--- config.mk ---
export PLATFORM = sky130hd
export DESIGN_NAME = frt_ram
export DESIGN_NICKNAME = d
export VERILOG_FILES = /design/src/design/frt_ram.sv
export SDC_FILE = /design/constraint.sdc
export NUM_CORES = 1
export LEC_CHECK = 0
export ABC_AREA = 1
export BUFFER_PORTS_ARGS = -buffer_cell sky130_fd_sc_hd__buf_4
export CAP_MARGIN = 20
export CORE_AREA = 2 2 42 44
export DETAILED_ROUTE_END_ITERATION = 10
export DIE_AREA = 0 0 44 46
export GPL_TIMING_DRIVEN = 0
export HOLD_SLACK_MARGIN = 0.15
export PLACE_DENSITY = 0.75
export SLEW_MARGIN = 40
export SYNTH_ARGS = -nofsm -noshare
export SYNTH_HDL_FRONTEND = slang
export SYNTH_SLANG_ARGS = --single-unit
--- constraint.sdc ---
create_clock -name i_clk -period 2.14 [get_ports i_clk]
set_clock_uncertainty 0.15 [all_clocks]
set_input_delay 0.428 -clock i_clk [delete_from_list [all_inputs] [get_ports i_clk]]
set_output_delay 0.428 -clock i_clk [all_outputs]
set_load 0.02 [all_outputs]
--- src/design/frt_ram.sv ---
module frt_ram #(
    parameter int WIDTH = 8,
    parameter int DEPTH = 2
) (
    input  logic                     i_clk,
    input  logic                     i_we,
    input  logic [$clog2(DEPTH)-1:0] i_waddr,
    input  logic [WIDTH-1:0]         i_wdata,
    input  logic [$clog2(DEPTH)-1:0] i_raddr,
    output logic [WIDTH-1:0]         o_rdata
);

    logic [WIDTH-1:0] r_mem [DEPTH];
    logic [WIDTH-1:0] r_rdata;

    always_ff @(posedge i_clk) begin
        if (i_we) begin
            r_mem[i_waddr] <= i_wdata;
        end
        r_rdata <= r_mem[i_raddr];
    end

    assign o_rdata = r_rdata;

endmodule

======== Word level (Yosys, flattened, before mapping) ========
Memories as Yosys holds them, arrays and structs flattened. A register that Yosys moved wholly into a read port is not among the register bits.
Index checks and enable logic that the tools add are counted.
word-level totals
  flip-flop bits (word level) ............. 0
  RAM bits ................................ 16
  bits of input ports ..................... 12
  output and inout port bits .............. 8
  memories kept ........................... 1
operators by class
  muxes and demuxes ....................... 2
memories
  name   depth  width  rd ports  clocked after Yosys merged registers in  write ports  line  RTL
  r_mem  2      8      1         1                                        1            13    logic [WIDTH-1:0] r_mem [DEPTH];
operators by type and width
  cell               count
  1-bit two-way mux  2

======== Depth between registers and ports, before layout ========
  depth after elaboration ................. 2
  gate-level depth with buffers ........... 4
  mapped depth without buffers ............ 3

======== Worst setup path before layout ========
OpenSTA, ideal clock, no wires.
  kind .................................... input to register
  start ................................... input port i_we
  end ..................................... memory r_mem[0][0] (enable)
  library setup time ...................... 371 ps
  arrival ................................. 817 ps
  data required time ...................... 1619 ps
  setup slack ............................. 802 ps
  cell stages on the path ................. 2
  buffers on the path ..................... 0
  path through ............................ inv_1 > nor2_1
on the way
  word-level cells in the longest chain between the ends .. 2
RTL lines
  element                                  line  RTL
  start: declaration                       6     input logic i_we,
  1-bit two-way mux                        17    if (i_we) begin
  1-bit two-way mux (implied by the code)  18    r_mem[i_waddr] <= i_wdata;
  end: declaration                         13
Every way passes these cells.

======== Worst setup path after layout ========
  start ................................... register r_rdata[3] (netlist: o_rdata[3]), read port of r_mem
  end ..................................... output port o_rdata[3]
RTL lines
  element             line  RTL
  start: declaration  14    logic [WIDTH-1:0] r_rdata;
  end: declaration    10    output logic [WIDTH-1:0] o_rdata
No word-level cell between the ends.

==> results.rst <==
.. list-table::
   :header-rows: 1

   * - Metric
     - Value
   * - Average detailed-routed wire length per instance
     - 10.7 µm
   * - Final global-route overflow total
     - 0
   * - Top Family by Delay on Critical Path
     - flip-flops
   * - Global placer's final weighted congestion
     - 0.623
   * - Total number of vias
     - 444
   * - Tightest hold margin
     - 0.170 ns
   * - Wire length of the first global-routing pass
     - 1410 µm
   * - Pins Over Slew Limit
     - 0
   * - Initial standard-cell utilization of the core
     - 47.1%
   * - Maximum capacitance violations
     - 0
   * - Ports
     - 20
   * - Post-CTS Setup Repair Bufs
     - 0
   * - Actual transition at the worst max-transition pin
     - 0.686 ns
   * - Maximum level of the CTS H-tree
     - 1
   * - Final Net Count
     - 96
   * - Achievable clock frequency
     - 751 MHz
   * - Number of remaining DRC errors
     - 0
   * - Area Overhead vs Synth
     - 32.7%
   * - Synth cell types
     - 7
   * - Number of diodes
     - 0
   * - Number of buffers created by CTS
     - 3
   * - Num rows
     - 15
   * - CTS tree
     - done
   * - Post-synthesis instance total
     - 54
   * - Type of the worst setup path
     - reg -> out
   * - Number of synthesized register bits
     - 24
   * - Total Negative Setup Slacks
     - 0 ns
   * - Setup repair after global routing missed its margin
     - false
   * - Slack of the critical path
     - 0.808 ns
   * - Master of the slowest instance on the critical path
     - sky130_fd_sc_hd__dfxtp_1
   * - Number of optimization iterations in the first detailed-route pass
     - 2
   * - CP Buf/Inv Count
     - 1
   * - Worst path cell trace
     - buf_4
   * - Clk slew on worst S/H paths
     - 0.11 ns
   * - Total die area
     - 0.00202 mm²
   * - Core Footprint
     - 0.00161 mm²
   * - Number of DRC markers after the initial detailed-route iteration
     - 5
   * - Post-detailed-placement cell area
     - 917 µm²
   * - Required time worst endpoint
     - 1.56 ns
   * - Post-synthesis sequential area ratio
     - 84.2%
   * - Worst hold path class
     - in -> reg
   * - Via count of the first global-routing pass
     - 328
   * - Antenna violations before repair
     - 0
   * - HPWL reported at the end of detailed placement
     - 717 µm
   * - Share of post-route cells with drive strength above 1
     - 28.0%
   * - Highest cell delay on the worst timing path
     - 0.32 ns
   * - Setup WS pre-CTS
     - 0.509 ns
   * - Most common cell after layout, fill and taps aside
     - sky130_fd_sc_hd__nand2_1
   * - Resized cells post-CTS
     - 0
   * - Syn_area_per_cell
     - 14.1 µm²
   * - Syn_nets
     - 66
   * - Max-slew headroom
     - 54.1%
   * - Endpoint type of the worst setup path
     - primary output
   * - Crit path DAT
     - 0.75 ns
   * - Total global-route track usage
     - 10.7%
   * - Routed Antenna Nets
     - 0
   * - Final Hold Viols
     - 0
   * - Ratio of final minimum period to clock period
     - 62.2%
   * - Non-Filler Cell Area, Final
     - 0.00101 mm²
   * - Area of the mapped netlist
     - 761 µm²
   * - Via/cell ratio
     - 4.48
   * - Pin count of the biggest net entering global routing
     - 13
   * - Worst vdd ir
     - 359 µV
   * - Clock Tree Buf Depth
     - 2
   * - Peak fanout along the critical path
     - 1
   * - Number of setup violations in the final report
     - 0
   * - Buffers added on ports
     - 18
   * - Post-route minimum period
     - 1.33 ns
   * - Result of the run
     - finished, final reports clean
   * - Most frequent cells in the layout
     - sky130_fd_sc_hd__nand2_1, sky130_fd_sc_hd__buf_4, sky130_fd_sc_hd__edfxtp_1
   * - Die width
     - 44 µm
   * - Clock insertion delay at the later pin of the skew report
     - 0.29 ns
   * - Total of warnings raised by yosys
     - 0
   * - Number of clock sinks
     - 24
   * - Crit path launch type
     - register
   * - Routed wire length
     - 1060 µm
   * - Number of buffers added to fix hold violations after cts
     - 0
   * - Power density relative to cell area
     - 798 mW/mm²
   * - Vertical die dimension
     - 46 µm
   * - Static Leak
     - 0.446 nW
   * - Root Buffer
     - sky130_fd_sc_hd__clkbuf_4
## registers in the layout (all words and copies together) (netlist names)
signal and cells:
o_rdata 8, r_mem 16
## path summary, 6_finish.rpt
kind | from | endpoint | slack, ns | cells past startpoint
max | o_rdata[3]$_DFF_P_ | o_rdata[3] | 0.81 | 1
min | i_wdata[1] | r_mem[0][1]$_DFFE_PP_ | 0.17 | 1
max reg2reg | r_mem[1][5]$_DFFE_PP_ | o_rdata[5]$_DFF_P_ | 1.38 | 2
min reg2reg | r_mem[0][6]$_DFFE_PP_ | o_rdata[6]$_DFF_P_ | 0.30 | 2
## synthesized netlist by cell type
cell	count	area [µm²]
sky130_fd_sc_hd__nand2_1	25	93.8
sky130_fd_sc_hd__edfxtp_1	16	480
sky130_fd_sc_hd__dfxtp_1	8	160
sky130_fd_sc_hd__inv_1	2	7.51
sky130_fd_sc_hd__buf_6	1	11.3
sky130_fd_sc_hd__inv_2	1	3.75
sky130_fd_sc_hd__nor2_1	1	3.75
## per-stage QoR
step                      std cells  total power (W)  util (%)
after floorplan                  54         0.000587         -
after global placement           89         0.000626      56.8
after detailed placement         89         0.000630      56.8
after CTS                        92         0.000805      58.2
after global routing             99         0.000837      62.6
final                            99         0.000806      62.6
## power breakdown
group | internal (W) | switching, W | leakage [nW] | total, W
registers | 0.000530 | 0.00000876 | 0.218 | 0.000539
logic | 0.0000445 | 0.0000449 | 0.214 | 0.0000894
clock network | 0.0000654 | 0.000112 | 0.0138 | 0.000177
## routing by layer
metal	global-route usage, %	vias to the layer above	wire length [µm]
met5	0	-	0
met4	10.9	0	14
met3	2.38	2	46
met2	15.6	12	526
met1	12.6	199	468
li1	-	231	-
## cell families (layout without fill, tap and decap cells)
kind of cell           count (synthesis)  count (layout)  synth area share [%]
and+or+nand+nor                       26              26                  12.8
DFF                                   24              24                  84.2
buffers and inverters                  4              32                  2.96
## final cells by class
class                   count  area, µm²
inverters                   3       11.3
fillers                   125        604
repair buffers             25        205
plain buffers               1       11.3
flip-flops and latches     24        641
clock buffers               3       22.5
well taps                  17       21.3
multi-input cells          26       97.6
Note: power is estimated with default switching activity, not from simulation.
